### config.mk
export PLATFORM = sky130hd
export DESIGN_NAME = conv_encoder_repeat_puncture_flat
export DESIGN_NICKNAME = d
export VERILOG_FILES = /design/src/design/cep_pkg.sv /design/src/design/cep_ifs.sv /design/src/design/cep_regs.sv /design/src/design/cep_front.sv /design/src/design/cep_queue.sv /design/src/design/cep_back.sv /design/src/design/conv_encoder_repeat_puncture.sv /design/src/flat_wrapper.sv
export SDC_FILE = /design/constraint.sdc
export NUM_CORES = 1
export LEC_CHECK = 0
export BUFFER_PORTS_ARGS = -buffer_cell sky130_fd_sc_hd__buf_4
export CAP_MARGIN = 10
export CORE_AREA = 4 4 106 108
export CTS_CLUSTER_SIZE = 14
export DETAILED_ROUTE_END_ITERATION = 16
export DIE_AREA = 0 0 110 112
export PLACE_DENSITY_LB_ADDON = 0.1
export SETUP_SLACK_MARGIN = 0.15
export SLEW_MARGIN = 20
export SYNTH_ARGS = -nofsm -noshare
export SYNTH_HDL_FRONTEND = slang
export SYNTH_HIERARCHICAL = 1
export SYNTH_SLANG_ARGS = --single-unit
### constraint.sdc
create_clock -name clk -period 9.4 [get_ports clk]
set_input_delay 1.88 -clock clk [delete_from_list [all_inputs] [get_ports clk]]
set_output_delay 1.88 -clock clk [all_outputs]
set_load 0.01 [all_outputs]
### src/design/cep_pkg.sv
`timescale 1ns / 1ps
package cep_pkg;

  localparam int MAX_CONSTRAINT = 7;
  localparam int MAX_PATTERN    = 16;
  localparam int MAX_REPEAT     = 4;

  // Field widths of the register map
  localparam int K_W     = 3;
  localparam int GEN_W   = 7;
  localparam int REP_W   = 3;
  localparam int PLEN_W  = 5;
  localparam int PMASK_W = 16;

  localparam int REG_W  = MAX_CONSTRAINT;
  localparam int HIST_W = MAX_CONSTRAINT - 1;
  localparam int HIDX_W = (HIST_W > 1) ? $clog2(HIST_W) : 1;
  localparam int CNT_W  = $clog2(HIST_W + 1);
  localparam int KE_W   = $clog2(MAX_CONSTRAINT + 1);
  localparam int POS_W  = (MAX_PATTERN > 1) ? $clog2(MAX_PATTERN) : 1;
  localparam int CAND_W = $clog2(2 * MAX_REPEAT);

  localparam int QDEPTH = 2;
  localparam int QIDX_W = $clog2(QDEPTH);
  localparam int QCNT_W = $clog2(QDEPTH + 1);

  localparam int REGIDX_W = 3;
  localparam int ADDR_W   = REGIDX_W + 2;

  localparam logic [REGIDX_W-1:0] REG_CONSTRAINT_LEN = 3'd0;
  localparam logic [REGIDX_W-1:0] REG_GEN_UPPER      = 3'd1;
  localparam logic [REGIDX_W-1:0] REG_GEN_LOWER      = 3'd2;
  localparam logic [REGIDX_W-1:0] REG_TAIL_BITING    = 3'd3;
  localparam logic [REGIDX_W-1:0] REG_REPEAT_COUNT   = 3'd4;
  localparam logic [REGIDX_W-1:0] REG_PUNCT_LEN      = 3'd5;
  localparam logic [REGIDX_W-1:0] REG_PUNCT_MASK     = 3'd6;

  typedef struct packed {
    logic [K_W-1:0]     constraint_len;
    logic [GEN_W-1:0]   gen_upper;
    logic [GEN_W-1:0]   gen_lower;
    logic               tail_biting;
    logic [REP_W-1:0]   repeat_count;
    logic [PLEN_W-1:0]  punct_len;
    logic [PMASK_W-1:0] punct_mask;
  } cfg_t;

  // One clocked register value for the back end to code
  typedef struct packed {
    logic [REG_W-1:0] sreg;
    logic             emit;
    logic             last;   // closes the request's run
    logic             fin;
  } cmd_t;

  function automatic logic [KE_W-1:0] eff_k(input logic [K_W-1:0] k);
    int kv;
    kv = int'(k);
    if (kv < 2) kv = 2;
    if (kv > MAX_CONSTRAINT) kv = MAX_CONSTRAINT;
    return KE_W'(kv);
  endfunction

endpackage

### src/design/cep_ifs.sv
`timescale 1ns / 1ps
interface cep_in_if;
  logic valid;
  logic ready;
  logic msg_bit;
  logic final_bit;

  modport source (output valid, output msg_bit, output final_bit, input ready);
  modport sink (input valid, input msg_bit, input final_bit, output ready);
endinterface

interface cep_out_if;
  logic valid;
  logic ready;
  logic code_bit;
  logic run_end;
  logic message_end;

  modport source (output valid, output code_bit, output run_end, output message_end,
                  input ready);
  modport sink (input valid, input code_bit, input run_end, input message_end,
                output ready);
  modport monitor (input valid, input ready, input code_bit, input run_end,
                   input message_end);
endinterface

### src/design/cep_regs.sv
`timescale 1ns / 1ps
module cep_regs import cep_pkg::*; (
  input  logic              clk,
  input  logic              rst_n,
  input  logic              psel,
  input  logic              penable,
  input  logic              pwrite,
  input  logic [ADDR_W-1:0] paddr,
  input  logic [31:0]       pwdata,
  output logic [31:0]       prdata,
  output cfg_t              cfg
);

  cfg_t cfg_r, cfg_nxt;
  logic [REGIDX_W-1:0] idx;
  logic wr_en;

  assign idx   = paddr[ADDR_W-1:2];
  assign wr_en = psel && penable && pwrite;
  assign cfg   = cfg_r;

  always_comb begin
    cfg_nxt = cfg_r;
    if (wr_en) begin
      unique case (idx)
        REG_CONSTRAINT_LEN: cfg_nxt.constraint_len = pwdata[K_W-1:0];
        REG_GEN_UPPER:      cfg_nxt.gen_upper      = pwdata[GEN_W-1:0];
        REG_GEN_LOWER:      cfg_nxt.gen_lower      = pwdata[GEN_W-1:0];
        REG_TAIL_BITING:    cfg_nxt.tail_biting    = pwdata[0];
        REG_REPEAT_COUNT:   cfg_nxt.repeat_count   = pwdata[REP_W-1:0];
        REG_PUNCT_LEN:      cfg_nxt.punct_len      = pwdata[PLEN_W-1:0];
        REG_PUNCT_MASK:     cfg_nxt.punct_mask     = pwdata[PMASK_W-1:0];
        default:            cfg_nxt = cfg_r;
      endcase
    end
  end

  always_comb begin
    unique case (idx)
      REG_CONSTRAINT_LEN: prdata = 32'(cfg_r.constraint_len);
      REG_GEN_UPPER:      prdata = 32'(cfg_r.gen_upper);
      REG_GEN_LOWER:      prdata = 32'(cfg_r.gen_lower);
      REG_TAIL_BITING:    prdata = 32'(cfg_r.tail_biting);
      REG_REPEAT_COUNT:   prdata = 32'(cfg_r.repeat_count);
      REG_PUNCT_LEN:      prdata = 32'(cfg_r.punct_len);
      REG_PUNCT_MASK:     prdata = 32'(cfg_r.punct_mask);
      default:            prdata = '0;
    endcase
  end

  always_ff @(posedge clk) begin
    if (!rst_n) begin
      cfg_r.constraint_len <= K_W'(7);
      cfg_r.gen_upper      <= GEN_W'(121);
      cfg_r.gen_lower      <= GEN_W'(91);
      cfg_r.tail_biting    <= 1'b0;
      cfg_r.repeat_count   <= '0;
      cfg_r.punct_len      <= PLEN_W'(1);
      cfg_r.punct_mask     <= PMASK_W'(1);
    end else begin
      cfg_r <= cfg_nxt;
    end
  end

endmodule

### src/design/cep_front.sv
`timescale 1ns / 1ps
module cep_front import cep_pkg::*; (
  input  logic        clk,
  input  logic        rst_n,
  input  cfg_t        cfg,
  cep_in_if.sink      in_ch,
  output logic        q_valid,
  output cmd_t        q_cmd,
  input  logic        q_ready
);

  typedef enum logic [1:0] {
    F_IDLE   = 2'b01,
    F_REPLAY = 2'b10
  } fstate_t;

  fstate_t state_r, state_nxt;
  logic [HIST_W-1:0] shift_r, shift_nxt;
  logic [HIST_W-1:0] store_r, store_nxt;
  logic [CNT_W-1:0]  count_r, count_nxt;
  logic [HIDX_W-1:0] idx_r, idx_nxt;

  logic [KE_W-1:0]  k;
  int               km1;
  logic             cur_bit;
  logic [REG_W-1:0] sreg;
  logic             preload;
  logic             replay;
  logic             accept;
  logic             replay_last;

  // K-bit register: history below, new bit on top at K-1
  function automatic logic [REG_W-1:0] build_reg(input logic [HIST_W-1:0] hist,
                                                 input logic b, input int kv);
    logic [REG_W-1:0] r;
    r = '0;
    for (int i = 0; i < HIST_W; i++) r[i] = (i < kv - 1) ? hist[i] : 1'b0;
    for (int i = 0; i < REG_W; i++) begin
      if (i == kv - 1) r[i] = b;
    end
    return r;
  endfunction

  always_comb begin
    k           = eff_k(cfg.constraint_len);
    km1         = int'(k) - 1;
    cur_bit     = (state_r == F_REPLAY) ? store_r[idx_r] : in_ch.msg_bit;
    sreg        = build_reg(shift_r, cur_bit, int'(k));
    preload     = cfg.tail_biting && (int'(count_r) < km1);
    replay      = in_ch.final_bit && cfg.tail_biting &&
                  (!preload || (int'(count_r) + 1 >= km1));
    replay_last = (int'(idx_r) == km1 - 1);
  end

  assign in_ch.ready = (state_r == F_IDLE) && q_ready;
  assign accept      = in_ch.valid && in_ch.ready;

  always_comb begin
    q_valid    = 1'b0;
    q_cmd.sreg = sreg;
    q_cmd.emit = 1'b1;
    q_cmd.last = 1'b1;
    q_cmd.fin  = 1'b1;
    unique case (state_r)
      F_IDLE: begin
        q_valid    = in_ch.valid;
        q_cmd.emit = !preload;
        q_cmd.last = !replay;
        q_cmd.fin  = in_ch.final_bit;
      end
      F_REPLAY: begin
        q_valid    = 1'b1;
        q_cmd.last = replay_last;
      end
      default: q_valid = 1'b0;
    endcase
  end

  always_comb begin
    state_nxt = state_r;
    shift_nxt = shift_r;
    store_nxt = store_r;
    count_nxt = count_r;
    idx_nxt   = idx_r;
    unique case (state_r)
      F_IDLE: begin
        if (accept) begin
          shift_nxt = sreg[REG_W-1:1];
          if (preload) begin
            store_nxt = store_r | (HIST_W'(in_ch.msg_bit) << count_r);
            count_nxt = count_r + CNT_W'(1);
          end
          if (in_ch.final_bit) begin
            if (replay) begin
              state_nxt = F_REPLAY;
              idx_nxt   = '0;
            end else begin
              shift_nxt = '0;
              store_nxt = '0;
              count_nxt = '0;
            end
          end
        end
      end
      F_REPLAY: begin
        if (q_ready) begin
          shift_nxt = sreg[REG_W-1:1];
          idx_nxt   = idx_r + HIDX_W'(1);
          if (replay_last) begin
            state_nxt = F_IDLE;
            shift_nxt = '0;
            store_nxt = '0;
            count_nxt = '0;
          end
        end
      end
      default: state_nxt = F_IDLE;
    endcase
  end

  always_ff @(posedge clk) begin
    if (!rst_n) begin
      state_r <= F_IDLE;
      shift_r <= '0;
      store_r <= '0;
      count_r <= '0;
      idx_r   <= '0;
    end else begin
      state_r <= state_nxt;
      shift_r <= shift_nxt;
      store_r <= store_nxt;
      count_r <= count_nxt;
      idx_r   <= idx_nxt;
    end
  end

endmodule

### src/design/cep_queue.sv
`timescale 1ns / 1ps
module cep_queue import cep_pkg::*; (
  input  logic clk,
  input  logic rst_n,
  input  logic push_valid,
  input  cmd_t push_cmd,
  output logic push_ready,
  output logic pop_valid,
  output cmd_t pop_cmd,
  input  logic pop_ready
);

  // QDEPTH is a power of two so the pointers wrap on their own
  cmd_t mem_r [QDEPTH];
  logic [QIDX_W-1:0] wr_r, wr_nxt, rd_r, rd_nxt;
  logic [QCNT_W-1:0] cnt_r, cnt_nxt;
  logic push, pop;

  assign push_ready = (cnt_r != QCNT_W'(QDEPTH));
  assign pop_valid  = (cnt_r != '0);
  assign pop_cmd    = mem_r[rd_r];
  assign push       = push_valid && push_ready;
  assign pop        = pop_valid && pop_ready;

  always_comb begin
    wr_nxt  = push ? wr_r + QIDX_W'(1) : wr_r;
    rd_nxt  = pop ? rd_r + QIDX_W'(1) : rd_r;
    cnt_nxt = cnt_r;
    if (push && !pop) cnt_nxt = cnt_r + QCNT_W'(1);
    if (pop && !push) cnt_nxt = cnt_r - QCNT_W'(1);
  end

  always_ff @(posedge clk) begin
    if (!rst_n) begin
      wr_r  <= '0;
      rd_r  <= '0;
      cnt_r <= '0;
    end else begin
      wr_r  <= wr_nxt;
      rd_r  <= rd_nxt;
      cnt_r <= cnt_nxt;
    end
  end

  always_ff @(posedge clk) begin
    if (push) mem_r[wr_r] <= push_cmd;
  end

endmodule

### src/design/cep_back.sv
`timescale 1ns / 1ps
module cep_back import cep_pkg::*; (
  input  logic   clk,
  input  logic   rst_n,
  input  cfg_t   cfg,
  input  logic   cmd_valid,
  input  cmd_t   cmd,
  output logic   cmd_ready,
  cep_out_if.source out_ch
);

  typedef enum logic [2:0] {
    B_IDLE  = 3'b001,
    B_RUN   = 3'b010,
    B_FLUSH = 3'b100
  } bstate_t;

  bstate_t state_r, state_nxt;
  logic              g_upper_r, g_upper_nxt;
  logic              g_lower_r, g_lower_nxt;
  logic              last_r, last_nxt;
  logic              fin_r, fin_nxt;
  logic [CAND_W-1:0] cand_r, cand_nxt;
  logic [POS_W-1:0]  pos_r, pos_nxt;
  logic              pend_valid_r, pend_valid_nxt;
  logic              pend_bit_r, pend_bit_nxt;
  logic              out_valid_r, out_valid_nxt;
  logic              out_code_r, out_code_nxt;
  logic              out_run_r, out_run_nxt;
  logic              out_msg_r, out_msg_nxt;

  logic [PLEN_W-1:0] len_eff;
  logic [POS_W-1:0]  pos_use;
  logic [POS_W-1:0]  pos_adv;
  logic              keep;
  logic              cand_bit;
  logic [CAND_W-1:0] cand_last;
  logic              out_free;
  int                reps;

  function automatic logic mask_bit(input logic [PMASK_W-1:0] m, input logic [POS_W-1:0] p);
    logic b;
    b = 1'b0;
    for (int j = 0; j < PMASK_W; j++) begin
      if (int'(p) == j) b = m[j];
    end
    return b;
  endfunction

  always_comb begin
    len_eff = cfg.punct_len;
    if (int'(cfg.punct_len) > MAX_PATTERN) len_eff = PLEN_W'(MAX_PATTERN);
    pos_use = (int'(pos_r) >= int'(len_eff)) ? '0 : pos_r;
    pos_adv = (int'(pos_use) + 1 >= int'(len_eff)) ? '0 : pos_use + POS_W'(1);
    keep    = (len_eff != '0) && mask_bit(cfg.punct_mask, pos_use);

    reps = int'(cfg.repeat_count);
    if (reps == 0) reps = 1;
    if (reps > MAX_REPEAT) reps = MAX_REPEAT;
    cand_last = CAND_W'(2 * reps - 1);

    // pairs go upper then lower
    cand_bit = cand_r[0] ? g_lower_r : g_upper_r;
  end

  assign out_free          = !out_valid_r || out_ch.ready;
  assign cmd_ready         = (state_r == B_IDLE);
  assign out_ch.valid      = out_valid_r;
  assign out_ch.code_bit   = out_code_r;
  assign out_ch.run_end    = out_run_r;
  assign out_ch.message_end = out_msg_r;

  // One kept bit is held back so the last of a run can be flagged.
  always_comb begin
    state_nxt      = state_r;
    g_upper_nxt    = g_upper_r;
    g_lower_nxt    = g_lower_r;
    last_nxt       = last_r;
    fin_nxt        = fin_r;
    cand_nxt       = cand_r;
    pos_nxt        = pos_r;
    pend_valid_nxt = pend_valid_r;
    pend_bit_nxt   = pend_bit_r;
    out_valid_nxt  = out_valid_r && !out_ch.ready;
    out_code_nxt   = out_code_r;
    out_run_nxt    = out_run_r;
    out_msg_nxt    = out_msg_r;

    unique case (state_r)
      B_IDLE: begin
        if (cmd_valid) begin
          g_upper_nxt = ^(cmd.sreg & REG_W'(cfg.gen_upper));
          g_lower_nxt = ^(cmd.sreg & REG_W'(cfg.gen_lower));
          last_nxt    = cmd.last;
          fin_nxt     = cmd.fin;
          cand_nxt    = '0;
          if (cmd.emit) state_nxt = B_RUN;
          else if (cmd.last) state_nxt = B_FLUSH;
        end
      end
      B_RUN: begin
        if (!(keep && pend_valid_r && !out_free)) begin
          if (len_eff != '0) pos_nxt = pos_adv;
          if (keep) begin
            if (pend_valid_r) begin
              out_valid_nxt = 1'b1;
              out_code_nxt  = pend_bit_r;
              out_run_nxt   = 1'b0;
              out_msg_nxt   = 1'b0;
            end
            pend_valid_nxt = 1'b1;
            pend_bit_nxt   = cand_bit;
          end
          if (cand_r == cand_last) begin
            state_nxt = last_r ? B_FLUSH : B_IDLE;
          end else begin
            cand_nxt = cand_r + CAND_W'(1);
          end
        end
      end
      B_FLUSH: begin
        if (!pend_valid_r) begin
          state_nxt = B_IDLE;
          if (fin_r) pos_nxt = '0;
        end else if (out_free) begin
          out_valid_nxt  = 1'b1;
          out_code_nxt   = pend_bit_r;
          out_run_nxt    = 1'b1;
          out_msg_nxt    = fin_r;
          pend_valid_nxt = 1'b0;
          state_nxt      = B_IDLE;
          if (fin_r) pos_nxt = '0;
        end
      end
      default: state_nxt = B_IDLE;
    endcase
  end

  always_ff @(posedge clk) begin
    if (!rst_n) begin
      state_r      <= B_IDLE;
      cand_r       <= '0;
      pos_r        <= '0;
      pend_valid_r <= 1'b0;
      out_valid_r  <= 1'b0;
    end else begin
      state_r      <= state_nxt;
      cand_r       <= cand_nxt;
      pos_r        <= pos_nxt;
      pend_valid_r <= pend_valid_nxt;
      out_valid_r  <= out_valid_nxt;
    end
  end

  always_ff @(posedge clk) begin
    g_upper_r  <= g_upper_nxt;
    g_lower_r  <= g_lower_nxt;
    last_r     <= last_nxt;
    fin_r      <= fin_nxt;
    pend_bit_r <= pend_bit_nxt;
    out_code_r <= out_code_nxt;
    out_run_r  <= out_run_nxt;
    out_msg_r  <= out_msg_nxt;
  end

endmodule

### src/design/conv_encoder_repeat_puncture.sv
`timescale 1ns / 1ps
// Rate-1/2 convolutional encoder with pair repetition, cyclic puncturing and
// optional tail-biting. Message bits enter on in_ch with final_bit on the last
// one; kept coded bits leave on out_ch, run_end marking the last bit caused by
// a request and message_end the last bit of a message. The front end shifts
// the encoder register and queues one command per clocked bit (K-1 extra
// commands replay the preload after a tail-biting final bit); the back end
// walks the repeated pair one candidate bit per cycle through the puncture
// pattern, holding while a kept bit waits on a stalled output, and closes
// a request's run in its flush state. Registers sit at byte address
// 4*index on the APB port and should be
// written only while the block is idle.
module conv_encoder_repeat_puncture import cep_pkg::*; (
  input  logic              clk,
  input  logic              rst_n,
  cep_in_if.sink            in_ch,
  cep_out_if.source         out_ch,
  input  logic              psel,
  input  logic              penable,
  input  logic              pwrite,
  input  logic [ADDR_W-1:0] paddr,
  input  logic [31:0]       pwdata,
  output logic [31:0]       prdata,
  output logic              pready
);

  cfg_t cfg;
  logic q_in_valid, q_in_ready, q_out_valid, q_out_ready;
  cmd_t q_in_cmd, q_out_cmd;

  assign pready = 1'b1;

  cep_regs u_regs (
    .clk     (clk),
    .rst_n   (rst_n),
    .psel    (psel),
    .penable (penable),
    .pwrite  (pwrite),
    .paddr   (paddr),
    .pwdata  (pwdata),
    .prdata  (prdata),
    .cfg     (cfg)
  );

  cep_front u_front (
    .clk     (clk),
    .rst_n   (rst_n),
    .cfg     (cfg),
    .in_ch   (in_ch),
    .q_valid (q_in_valid),
    .q_cmd   (q_in_cmd),
    .q_ready (q_in_ready)
  );

  cep_queue u_queue (
    .clk        (clk),
    .rst_n      (rst_n),
    .push_valid (q_in_valid),
    .push_cmd   (q_in_cmd),
    .push_ready (q_in_ready),
    .pop_valid  (q_out_valid),
    .pop_cmd    (q_out_cmd),
    .pop_ready  (q_out_ready)
  );

  cep_back u_back (
    .clk       (clk),
    .rst_n     (rst_n),
    .cfg       (cfg),
    .cmd_valid (q_out_valid),
    .cmd       (q_out_cmd),
    .cmd_ready (q_out_ready),
    .out_ch    (out_ch)
  );

endmodule

### src/flat_wrapper.sv
// flat-port wrapper written by rule: the top's interface ports become plain ports
module conv_encoder_repeat_puncture_flat import cep_pkg::*;
  (clk, rst_n, psel, penable, pwrite, paddr, pwdata, prdata, pready, in_ch_valid, in_ch_msg_bit, in_ch_final_bit, in_ch_ready, out_ch_valid, out_ch_code_bit, out_ch_run_end, out_ch_message_end, out_ch_ready);
  cep_in_if in_ch_i ();
  cep_out_if out_ch_i ();
  input  logic clk;
  input  logic rst_n;
  input  logic psel;
  input  logic penable;
  input  logic pwrite;
  input  logic [ADDR_W-1:0] paddr;
  input  logic [31:0] pwdata;
  output logic [31:0] prdata;
  output logic pready;
  input wire logic [$bits(in_ch_i.valid)-1:0] in_ch_valid;
  input wire logic [$bits(in_ch_i.msg_bit)-1:0] in_ch_msg_bit;
  input wire logic [$bits(in_ch_i.final_bit)-1:0] in_ch_final_bit;
  output wire logic [$bits(in_ch_i.ready)-1:0] in_ch_ready;
  output wire logic [$bits(out_ch_i.valid)-1:0] out_ch_valid;
  output wire logic [$bits(out_ch_i.code_bit)-1:0] out_ch_code_bit;
  output wire logic [$bits(out_ch_i.run_end)-1:0] out_ch_run_end;
  output wire logic [$bits(out_ch_i.message_end)-1:0] out_ch_message_end;
  input wire logic [$bits(out_ch_i.ready)-1:0] out_ch_ready;
  assign in_ch_i.valid = in_ch_valid;
  assign in_ch_i.msg_bit = in_ch_msg_bit;
  assign in_ch_i.final_bit = in_ch_final_bit;
  assign in_ch_ready = in_ch_i.ready;
  assign out_ch_valid = out_ch_i.valid;
  assign out_ch_code_bit = out_ch_i.code_bit;
  assign out_ch_run_end = out_ch_i.run_end;
  assign out_ch_message_end = out_ch_i.message_end;
  assign out_ch_i.ready = out_ch_ready;
  conv_encoder_repeat_puncture u_core (.clk(clk), .rst_n(rst_n), .in_ch(in_ch_i), .out_ch(out_ch_i), .psel(psel), .penable(penable), .pwrite(pwrite), .paddr(paddr), .pwdata(pwdata), .prdata(prdata), .pready(pready));
endmodule
==> flow_summary.html, run 1 <==
<table>
<tr><th>Metric</th><th>Value</th></tr>
<tr><th colspan="2">Run status</th></tr>
<tr><td>Result of the run</td><td>finished, final reports clean</td></tr>
<tr><th colspan="2">Synth</th></tr>
<tr><td>Mean post-synth cell area</td><td>9.341 µm²</td></tr>
<tr><td>Prevailing post-synth register cell</td><td>sky130_fd_sc_hd__dfxtp_1</td></tr>
<tr><td>Ys Warns</td><td>6</td></tr>
<tr><td>Area of the mapped netlist</td><td>6361 µm²</td></tr>
<tr><td>Sequential element share of the synthesized area</td><td>38.08%</td></tr>
<tr><td>Most area-hungry cell type in the Yosys netlist</td><td>sky130_fd_sc_hd__dfxtp_1</td></tr>
<tr><td>Leading cell types by count after synthesis</td><td>sky130_fd_sc_hd__nand2_1, sky130_fd_sc_hd__dfxtp_1, sky130_fd_sc_hd__mux2i_1, sky130_fd_sc_hd__nor2_1, sky130_fd_sc_hd__inv_1</td></tr>
<tr><td>Number of flops mapped to enable cells by yosys</td><td>28</td></tr>
<tr><td>Number of distinct standard cells referenced by the synthesized netlist</td><td>79</td></tr>
<tr><td>Post-synthesis sequential element count</td><td>107</td></tr>
<tr><td>Dominant cell by count in the synthesized netlist</td><td>sky130_fd_sc_hd__nand2_1</td></tr>
<tr><td>Gate count of the mapped netlist</td><td>681</td></tr>
<tr><td>Top post-synthesis cells by area</td><td>sky130_fd_sc_hd__dfxtp_1, sky130_fd_sc_hd__edfxtp_1, sky130_fd_sc_hd__mux2i_1, sky130_fd_sc_hd__nand2_1, sky130_fd_sc_hd__ha_1</td></tr>
<tr><td>Proportion of register bits with asynchronous set or reset after synthesis</td><td>0%</td></tr>
<tr><td>Yosys top cell area share</td><td>24.86%</td></tr>
<tr><th colspan="2">STA</th></tr>
<tr><td>Max_slew headroom</td><td>43.51%</td></tr>
<tr><td>Final TNS setup</td><td>0 ns</td></tr>
<tr><td>F_max</td><td>196.2 MHz</td></tr>
<tr><td>Least-Margin Pin Slew</td><td>0.8428 ns</td></tr>
<tr><td>Hold Fails Final Rpt</td><td>0</td></tr>
<tr><td>Final max-slew violation count</td><td>0</td></tr>
<tr><td>Setup violators final</td><td>0</td></tr>
<tr><td>Final Skew</td><td>0.01166 ns</td></tr>
<tr><td>Final worst path period share</td><td>54.21%</td></tr>
<tr><td>Setup repair after global routing missed its margin</td><td>no</td></tr>
<tr><td>Tmin final</td><td>5.096 ns</td></tr>
<tr><th colspan="2">Worst setup path</th></tr>
<tr><td>Library cell appearing most often on the critical path</td><td>sky130_fd_sc_hd__buf_4</td></tr>
<tr><td>Dominant delay contributor by cell family on the critical path</td><td>simple AND/OR/NAND/NOR gates</td></tr>
<tr><td>Maximum fanout along the worst path</td><td>18</td></tr>
<tr><td>Number of buffer and inverter instances along the worst setup path</td><td>2</td></tr>
<tr><td>Arrival time at the worst endpoint</td><td>3.22 ns</td></tr>
<tr><td>Maximum single-stage delay on the critical path</td><td>0.57 ns</td></tr>
<tr><td>Critical-path cell list</td><td>buf_4 -&gt; and2b_1 -&gt; a22oi_1 -&gt; o21ai_0 -&gt; buf_4</td></tr>
<tr><td>Critical Path Slowest Stage Cell</td><td>sky130_fd_sc_hd__and2b_1</td></tr>
<tr><td>Worst Setup Start Kind</td><td>primary input</td></tr>
<tr><td>Category of the worst setup path capture point</td><td>output pin</td></tr>
<tr><td>Critical path required time</td><td>7.52 ns</td></tr>
<tr><td>Startpoint-to-endpoint class of the critical path</td><td>primary input to output pin</td></tr>
<tr><th colspan="2">Clocking</th></tr>
<tr><td>Skew-Pair Late Insertion Delay</td><td>0.39 ns</td></tr>
<tr><td>Clock Tree Buf Depth</td><td>2</td></tr>
<tr><td>H-tree lvl count</td><td>3</td></tr>
<tr><td>TritonCTS clock tree</td><td>done</td></tr>
<tr><td>Post-CTS Resized</td><td>0</td></tr>
<tr><td>Number of hold-repair buffers added at the cts stage</td><td>0</td></tr>
<tr><td>Clock-pin slew on the worst setup and hold paths</td><td>0.10 ns</td></tr>
<tr><td>Post-CTS setup-driven buffer insertion count</td><td>0</td></tr>
<tr><td>CTS buffer count</td><td>9</td></tr>
<tr><td>Clk sink count</td><td>107</td></tr>
<tr><td>Clock tree root buffer cell</td><td>sky130_fd_sc_hd__clkbuf_8</td></tr>
<tr><th colspan="2">Global routing</th></tr>
<tr><td>Remaining Overflow, GRT</td><td>0</td></tr>
<tr><td>Number of antenna violations at the first check in global routing</td><td>0</td></tr>
<tr><td>Via count of the first global-routing pass</td><td>4765</td></tr>
<tr><td>GRT Overall Usage</td><td>23.33%</td></tr>
<tr><td>Wire length of the first global-routing pass</td><td>22.93 mm</td></tr>
<tr><td>Largest net degree at the start of global routing</td><td>87</td></tr>
<tr><th colspan="2">Pwr</th></tr>
<tr><td>PwrDens</td><td>158.0 nW/µm²</td></tr>
<tr><td>Worst supply voltage drop on vdd</td><td>0.0001253 V</td></tr>
<tr><td>Total power consumption of the routed design</td><td>1079 µW</td></tr>
<tr><td>Leakage</td><td>0.002761 µW</td></tr>
<tr><th colspan="2">Floorplanning</th></tr>
<tr><td>Number of top-level pins</td><td>84</td></tr>
<tr><td>Placement Rows</td><td>37</td></tr>
<tr><td>Die outline area</td><td>12320 µm²</td></tr>
<tr><td>Vert. Die Dim</td><td>112 µm</td></tr>
<tr><td>Core area</td><td>10230 µm²</td></tr>
<tr><td>Die width</td><td>110 µm</td></tr>
<tr><td>Initial standard-cell utilization of the core</td><td>62.17%</td></tr>
<tr><th colspan="2">Routing</th></tr>
<tr><td>DR vias</td><td>4925</td></tr>
<tr><td>Drt total wl</td><td>14.04 mm</td></tr>
<tr><td>Router iterations before antenna repair</td><td>5</td></tr>
<tr><td>Ratio of routed vias to standard cells</td><td>5.822</td></tr>
<tr><td>Routed length per placed instance</td><td>16.59 µm</td></tr>
<tr><td>Detailed Route Iter0 Violations</td><td>432</td></tr>
<tr><td>Detailed-route DRC error count</td><td>0</td></tr>
<tr><td>Number of routed nets with antenna violations</td><td>0</td></tr>
<tr><th colspan="2">Finish</th></tr>
<tr><td>Footprint of the multi-input gates</td><td>3567 µm²</td></tr>
<tr><td>Share of final-layout standard cells stronger than drive strength 1</td><td>15.63%</td></tr>
<tr><td>Total number of nets in the final design</td><td>777</td></tr>
<tr><td>Antenna diode count</td><td>0</td></tr>
<tr><td>Fill count</td><td>810</td></tr>
<tr><td>FF/Latch Area</td><td>2422 µm²</td></tr>
<tr><td>Post-synthesis to final-layout area growth</td><td>7.376%</td></tr>
<tr><th colspan="2">Placement</th></tr>
<tr><td>Buffers added on ports</td><td>48</td></tr>
<tr><td>Final HPWL from detailed placement</td><td>10.36 mm</td></tr>
<tr><td>Routability congestion estimate</td><td>0.8533</td></tr>
<tr><th colspan="2">Flow run</th></tr>
<tr><td>Max-cap violations</td><td>0</td></tr>
<tr><th colspan="2">Hold path</th></tr>
<tr><td>Classification of the worst-slack hold path</td><td>register to register</td></tr>
</table>
==> routing by layer <==
layer | GRT usage [%] | vias up | wire length (µm)
met3 | 3.826 | 20 | 703
met4 | 8.229 | 0 | 284
li1 | - | 2417 | -
met1 | 31.76 | 2354 | 6268
met5 | 0 | - | 0
met2 | 37.26 | 134 | 6781
==> worst register-to-register path: cells and delay by family, from the launching register on <==
| kind | cells | cell delay, ns |
|---|---|---|
| AO/OA/AOI/OAI | 6 | 1.31 |
| adder cells (fa/ha/maj) | 2 | 0.64 |
| buffers and inverters | 1 | 0.13 |
| flip-flops | 1 | 0.43 |
| AND/OR/NAND/NOR | 7 | 1.57 |
==> through the flow <==
stage	setup slack (ns)	hold WS (ns)	cell area [µm²]	cells	util, %
after floorplan	4.752	0.4003	6421	697	-
after global placement	4.400	0.4058	6635	830	64.85
after detailed placement	4.347	0.4188	6635	830	64.85
after CTS	4.348	0.4479	6825	846	66.71
after global routing	4.213	0.4581	6830	846	66.76
final	4.304	0.4474	6830	846	66.76
==> final cells by class <==
cell class | instances | share of cell area, %
tap | 136 | 2.491
sequential | 107 | 35.46
multi-input combinational | 507 | 52.23
inverter | 32 | 1.759
clock inverter | 7 | 0.9709
timing repair buffer | 48 | 5.276
clock buffer | 9 | 1.814
==> placed cells by master, fill, tap and decap left out, types with 4 or more instances in the layout <==
cell / Yosys / routed
sky130_fd_sc_hd__nor2_1: 34 / 34
sky130_fd_sc_hd__clkbuf_8: 0 / 9
sky130_fd_sc_hd__a22o_1: 7 / 7
sky130_fd_sc_hd__inv_1: 32 / 32
sky130_fd_sc_hd__edfxtp_1: 28 / 28
sky130_fd_sc_hd__a22oi_1: 5 / 5
sky130_fd_sc_hd__nand2b_1: 10 / 10
sky130_fd_sc_hd__o211ai_1: 6 / 6
sky130_fd_sc_hd__a21oi_1: 19 / 19
sky130_fd_sc_hd__or3_1: 5 / 5
sky130_fd_sc_hd__o22ai_1: 6 / 6
sky130_fd_sc_hd__a31oi_1: 8 / 8
sky130_fd_sc_hd__o21a_1: 5 / 5
sky130_fd_sc_hd__or2_2: 5 / 5
sky130_fd_sc_hd__conb_1: 3 / 19
sky130_fd_sc_hd__mux2_2: 16 / 16
sky130_fd_sc_hd__ha_1: 26 / 26
sky130_fd_sc_hd__o21ai_0: 21 / 21
sky130_fd_sc_hd__nand3b_1: 4 / 4
sky130_fd_sc_hd__dfxtp_1: 79 / 79
sky130_fd_sc_hd__nor3_1: 5 / 5
sky130_fd_sc_hd__nand3_1: 16 / 16
sky130_fd_sc_hd__buf_4: 19 / 48
sky130_fd_sc_hd__nor2b_1: 27 / 27
sky130_fd_sc_hd__nor3b_1: 7 / 7
sky130_fd_sc_hd__and3_1: 18 / 18
sky130_fd_sc_hd__and2_1: 7 / 7
sky130_fd_sc_hd__a21boi_0: 7 / 7
sky130_fd_sc_hd__xnor2_1: 18 / 18
sky130_fd_sc_hd__nand2_1: 88 / 88
sky130_fd_sc_hd__mux2i_1: 48 / 48
==> flip-flops by register name, indices dropped and copies added (netlist names), 4 cells and up, named ones only <==
name,count
u_core/u_front/store_r,6
u_core/u_front/shift_r,6
u_core/u_regs/cfg,42
u_core/u_queue/mem_r,20
u_core/u_back/pos_r,4
==> power by group <==
group	leakage, µW	switching (µW)	total (µW)	internal [µW]
Sequential	0.000894	22.6	537	514
Clock	0.0000986	176	280	104
Combinational	0.00177	150	263	113
Total	0.00276	348	1080	731
==> worst paths after layout <==
kind,start,to,slack [ns],cells after the start
max,paddr[2],prdata[6],4.30,5
min reg2reg,u_core/u_back/pend_bit_r,u_core/u_back/out_ch.code_bit,0.45,0
max reg2reg,u_core/u_regs/cfg[16],u_core/u_back/out_ch.run_end,5.00,16
min,u_core/u_back/pend_bit_r,u_core/u_back/out_ch.code_bit,0.45,0
==> cell families (layout without fill, tap and decap cells) <==
group,after synthesis,after routing,synth area share [%]
AND/OR/NAND/NOR,251,251,20.65
AO/OA/AOI/OAI,121,121,14.08
flip-flops,107,107,38.08
buffers and inverters,83,96,6.865
multiplexers,67,67,11.45
adder cells (fa/ha/maj),26,26,5.114
XOR/XNOR,23,23,3.580
other,3,19,0.1770
Note: power is estimated with default switching activity, not from simulation.
==> inputs of run 2 (changes only) <==
--- a/config.mk
+++ b/config.mk
@@ -7,10 +7,10 @@
 export LEC_CHECK = 0
 export BUFFER_PORTS_ARGS = -buffer_cell sky130_fd_sc_hd__buf_4
 export CAP_MARGIN = 10
-export CORE_AREA = 4 4 106 108
+export CORE_AREA = 4 4 115 117
 export CTS_CLUSTER_SIZE = 14
 export DETAILED_ROUTE_END_ITERATION = 16
-export DIE_AREA = 0 0 110 112
+export DIE_AREA = 0 0 119 121
 export PLACE_DENSITY_LB_ADDON = 0.1
 export SETUP_SLACK_MARGIN = 0.15
 export SLEW_MARGIN = 20
==> constraint.sdc (replaced) <==
create_clock -name clk -period 4.65 [get_ports clk]
set_input_delay 0.93 -clock clk [delete_from_list [all_inputs] [get_ports clk]]
set_output_delay 0.93 -clock clk [all_outputs]
set_load 0.01 [all_outputs]
==> run 2 against run 1 <==
Effect of this change:
- worst setup slack worse by 3.7 ns
- first-iteration DRC count down 36%
- register-to-register slack worse by 4.4 ns
- sequential share of layout area down 0.69 points
- final area up 2.0%
- clock power rose to 2.6 times the previous value
- non-clock buffer count up 1
- die area up 17%
- clock skew down 0.0034 ns
- flip-flop and latch count unchanged
- critical path depth up 11
- power up 120%
- critical path type is now register to register
- highest routed layer unchanged
==> flow_summary.html, run 2 (synthesized netlist as in run 1, its figures left out) <==
<table>
<tr><th>Metric</th><th>Value</th></tr>
<tr><th colspan="2">Finish</th></tr>
<tr><td>Fill count</td><td>1127 (was 810)</td></tr>
<tr><td>Post-layout instance area</td><td>6967 µm² (was 6830 µm²)</td></tr>
<tr><td>Post-synthesis to final-layout area growth</td><td>9.520% (was 7.376%)</td></tr>
<tr><td>Max reg flops</td><td>42 (unchanged)</td></tr>
<tr><td>Most common library cell in the layout ignoring fill and taps</td><td>sky130_fd_sc_hd__nand2_1 (unchanged)</td></tr>
<tr><td>Commonest cells after routing, fill and taps aside</td><td>sky130_fd_sc_hd__nand2_1, sky130_fd_sc_hd__dfxtp_1, sky130_fd_sc_hd__buf_4 (was sky130_fd_sc_hd__nand2_1, sky130_fd_sc_hd__dfxtp_1, sky130_fd_sc_hd__buf_4, sky130_fd_sc_hd__mux2i_1, sky130_fd_sc_hd__nor2_1)</td></tr>
<tr><td>Antenna diode count</td><td>0 (unchanged)</td></tr>
<tr><td>Final design utilization</td><td>56.35% (was 66.76%)</td></tr>
<tr><td>Total number of nets in the final design</td><td>778 (was 777)</td></tr>
<tr><td>Share of final-layout standard cells stronger than drive strength 1</td><td>15.75% (was 15.63%)</td></tr>
<tr><th colspan="2">Clocking</th></tr>
<tr><td>H-tree lvl count</td><td>3 (unchanged)</td></tr>
<tr><td>Clock tree root buffer cell</td><td>sky130_fd_sc_hd__clkbuf_16 (was sky130_fd_sc_hd__clkbuf_8)</td></tr>
<tr><td>Post-CTS setup-driven buffer insertion count</td><td>0 (unchanged)</td></tr>
<tr><td>CTS buffer count</td><td>9 (unchanged)</td></tr>
<tr><td>Post-CTS Resized</td><td>0 (unchanged)</td></tr>
<tr><td>Skew-Pair Late Insertion Delay</td><td>0.35 ns (was 0.39 ns)</td></tr>
<tr><td>Number of hold-repair buffers added at the cts stage</td><td>0 (unchanged)</td></tr>
<tr><td>Clock-pin slew on the worst setup and hold paths</td><td>0.07 ns (was 0.10 ns)</td></tr>
<tr><td>Clk sink count</td><td>107 (unchanged)</td></tr>
<tr><td>TritonCTS clock tree</td><td>done (unchanged)</td></tr>
<tr><td>Clock Tree Buf Depth</td><td>2 (unchanged)</td></tr>
<tr><th colspan="2">STA</th></tr>
<tr><td>Final max-slew violation count</td><td>0 (unchanged)</td></tr>
<tr><td>Hold Fails Final Rpt</td><td>0 (unchanged)</td></tr>
<tr><td>Max_slew headroom</td><td>30.54% (was 43.51%)</td></tr>
<tr><td>Final Skew</td><td>0.008302 ns (was 0.01166 ns)</td></tr>
<tr><td>Final TNS setup</td><td>0 ns (unchanged)</td></tr>
<tr><td>F_max</td><td>244.5 MHz</td></tr>
<tr><td>Least-Margin Pin Slew</td><td>1.041 ns (was 0.8428 ns)</td></tr>
<tr><td>Setup violators final</td><td>0 (unchanged)</td></tr>
<tr><td>Final Worst Setup Slack</td><td>0.5593 ns (was 4.304 ns)</td></tr>
<tr><td>Final worst path period share</td><td>87.97%</td></tr>
<tr><td>Setup repair after global routing missed its margin</td><td>no (unchanged)</td></tr>
<tr><td>Tmin final</td><td>4.091 ns</td></tr>
<tr><th colspan="2">Worst setup path</th></tr>
<tr><td>Reg-to-Reg Start</td><td>u_core/u_regs/cfg[16] (unchanged)</td></tr>
<tr><td>Startpoint-to-endpoint class of the critical path</td><td>register to register (was primary input to output pin)</td></tr>
<tr><td>Worst Setup Start Kind</td><td>register (was primary input)</td></tr>
<tr><td>Endpoint of the most critical register-to-register path</td><td>u_core/u_back/out_ch.run_end (unchanged)</td></tr>
<tr><td>Critical path required time</td><td>4.69 ns (was 7.52 ns)</td></tr>
<tr><td>Arrival time at the worst endpoint</td><td>4.13 ns (was 3.22 ns)</td></tr>
<tr><td>Category of the worst setup path capture point</td><td>register (was output pin)</td></tr>
<tr><td>Reg-to-reg slack, setup</td><td>0.56 ns (was 5.00 ns)</td></tr>
<tr><td>Maximum fanout along the worst path</td><td>9 (was 18)</td></tr>
<tr><td>Register-to-Register Path Depth</td><td>16 (unchanged)</td></tr>
<tr><th colspan="2">Placement</th></tr>
<tr><td>Final HPWL from detailed placement</td><td>10.27 mm (was 10.36 mm)</td></tr>
<tr><td>Buffers added on ports</td><td>48 (unchanged)</td></tr>
<tr><td>Routability congestion estimate</td><td>0.8225 (was 0.8533)</td></tr>
<tr><td>Total cell area at the placement stage</td><td>6688 µm² (was 6635 µm²)</td></tr>
<tr><td>Setup WS pre-CTS</td><td>0.4566 ns (was 4.347 ns)</td></tr>
<tr><th colspan="2">Routing</th></tr>
<tr><td>Router iterations before antenna repair</td><td>4 (was 5)</td></tr>
<tr><td>Detailed-route DRC error count</td><td>0 (unchanged)</td></tr>
<tr><td>Drt total wl</td><td>13.81 mm (was 14.04 mm)</td></tr>
<tr><td>Routed length per placed instance</td><td>15.64 µm (was 16.59 µm)</td></tr>
<tr><td>Number of routed nets with antenna violations</td><td>0 (unchanged)</td></tr>
<tr><td>Detailed Route Iter0 Violations</td><td>278 (was 432)</td></tr>
<tr><td>Ratio of routed vias to standard cells</td><td>5.498 (was 5.822)</td></tr>
<tr><td>DR vias</td><td>4855 (was 4925)</td></tr>
<tr><th colspan="2">Pwr</th></tr>
<tr><td>Leakage</td><td>0.002802 µW (was 0.002761 µW)</td></tr>
<tr><td>PwrDens</td><td>333.6 nW/µm² (was 158.0 nW/µm²)</td></tr>
<tr><td>Worst supply voltage drop on vdd</td><td>0.0002177 V (was 0.0001253 V)</td></tr>
<tr><td>Total power consumption of the routed design</td><td>2324 µW (was 1079 µW)</td></tr>
<tr><th colspan="2">Floorplanning</th></tr>
<tr><td>Number of top-level pins</td><td>84 (unchanged)</td></tr>
<tr><td>Die outline area</td><td>14400 µm² (was 12320 µm²)</td></tr>
<tr><td>Placement Rows</td><td>41 (was 37)</td></tr>
<tr><td>Core area</td><td>12360 µm² (was 10230 µm²)</td></tr>
<tr><td>Vert. Die Dim</td><td>121 µm (was 112 µm)</td></tr>
<tr><td>Die width</td><td>119 µm (was 110 µm)</td></tr>
<tr><td>Initial standard-cell utilization of the core</td><td>51.45% (was 62.17%)</td></tr>
<tr><th colspan="2">Run status</th></tr>
<tr><td>Result of the run</td><td>finished, final reports clean (unchanged)</td></tr>
<tr><th colspan="2">Global routing</th></tr>
<tr><td>Number of antenna violations at the first check in global routing</td><td>0 (unchanged)</td></tr>
<tr><td>Remaining Overflow, GRT</td><td>0 (unchanged)</td></tr>
<tr><td>Wire length of the first global-routing pass</td><td>22.63 mm (was 22.93 mm)</td></tr>
<tr><td>Via count of the first global-routing pass</td><td>4608 (was 4765)</td></tr>
<tr><td>GRT Overall Usage</td><td>19.38% (was 23.33%)</td></tr>
<tr><td>Largest net degree at the start of global routing</td><td>87 (unchanged)</td></tr>
<tr><th colspan="2">Hold path</th></tr>
<tr><td>Worst min-delay path endpoint</td><td>u_core/u_back/out_ch.code_bit (unchanged)</td></tr>
<tr><td>Startpoint of the worst hold path</td><td>u_core/u_back/pend_bit_r (unchanged)</td></tr>
<tr><td>Classification of the worst-slack hold path</td><td>register to register (unchanged)</td></tr>
<tr><td>Worst hold stages</td><td>0 (unchanged)</td></tr>
<tr><th colspan="2">Flow run</th></tr>
<tr><td>Max-cap violations</td><td>0 (unchanged)</td></tr>
</table>
==> run 2: final cells by class <==
class / count / area [µm²] / share of cell area [%]
sequential: 107 / 2422 / 34.77
clock inverter: 7 / 51.30 / 0.7364
timing repair buffer: 49 / 367.9 / 5.280
tap: 172 / 215.2 / 3.089
clock buffer: 9 / 225.2 / 3.233
multi-input combinational: 507 / 3565 / 51.17
inverter: 32 / 120.1 / 1.724
==> run 2: worst max-delay path by stage <==
stage	end	depth (start not counted)	slack, ns	from
after floorplan	u_core/u_back/out_ch.code_bit	18	0.94	u_core/u_back/pos_r[0]
after CTS	u_core/u_back/out_ch.code_bit	16	0.42	u_core/u_regs/cfg[16]
after detailed placement	u_core/u_back/out_ch.code_bit	16	0.46	u_core/u_regs/cfg[16]
final	u_core/u_back/out_ch.run_end	16	0.56	u_core/u_regs/cfg[16]
after global routing	u_core/u_back/out_ch.code_bit	16	0.30	u_core/u_regs/cfg[16]
after global placement	u_core/u_back/out_ch.message_end	16	0.49	u_core/u_regs/cfg[16]
==> run 2: critical path, stage by stage, from the launching register on <==
cell	delay, ns
sky130_fd_sc_hd__dfxtp_1	0.38
sky130_fd_sc_hd__nor2b_1	0.24
sky130_fd_sc_hd__ha_1	0.27
sky130_fd_sc_hd__nand2b_4	0.15
sky130_fd_sc_hd__a2111oi_4	0.38
sky130_fd_sc_hd__or2_4	0.25
sky130_fd_sc_hd__nand2_1	0.09
sky130_fd_sc_hd__inv_1	0.12
sky130_fd_sc_hd__ha_1	0.33
sky130_fd_sc_hd__nand2_1	0.09
sky130_fd_sc_hd__o211ai_1	0.21
sky130_fd_sc_hd__o2111ai_1	0.14
sky130_fd_sc_hd__o211ai_1	0.21
sky130_fd_sc_hd__a22oi_2	0.11
sky130_fd_sc_hd__or2b_2	0.35
sky130_fd_sc_hd__a21bo_2	0.23
sky130_fd_sc_hd__nor2_1	0.21
==> run 2: routing by layer <==
metal	track usage, %	wire, µm
met3	3.916	561
met1	25.13	6195
met4	5.938	178
met5	0	0
met2	32.67	6871
==> run 2: power by group <==
part | total [µW] | switching (µW) | internal [µW]
registers | 1080 | 44.2 | 1040
clock network | 718 | 351 | 366
logic | 523 | 295 | 228
==> run 2: through the flow <==
stage,std cells,hold WS [ns]
final,883,0.4325
after global routing,883,0.4409
after CTS,883,0.4382
after detailed placement,867,0.4209
after global placement,867,0.4061
after floorplan,697,0.4003
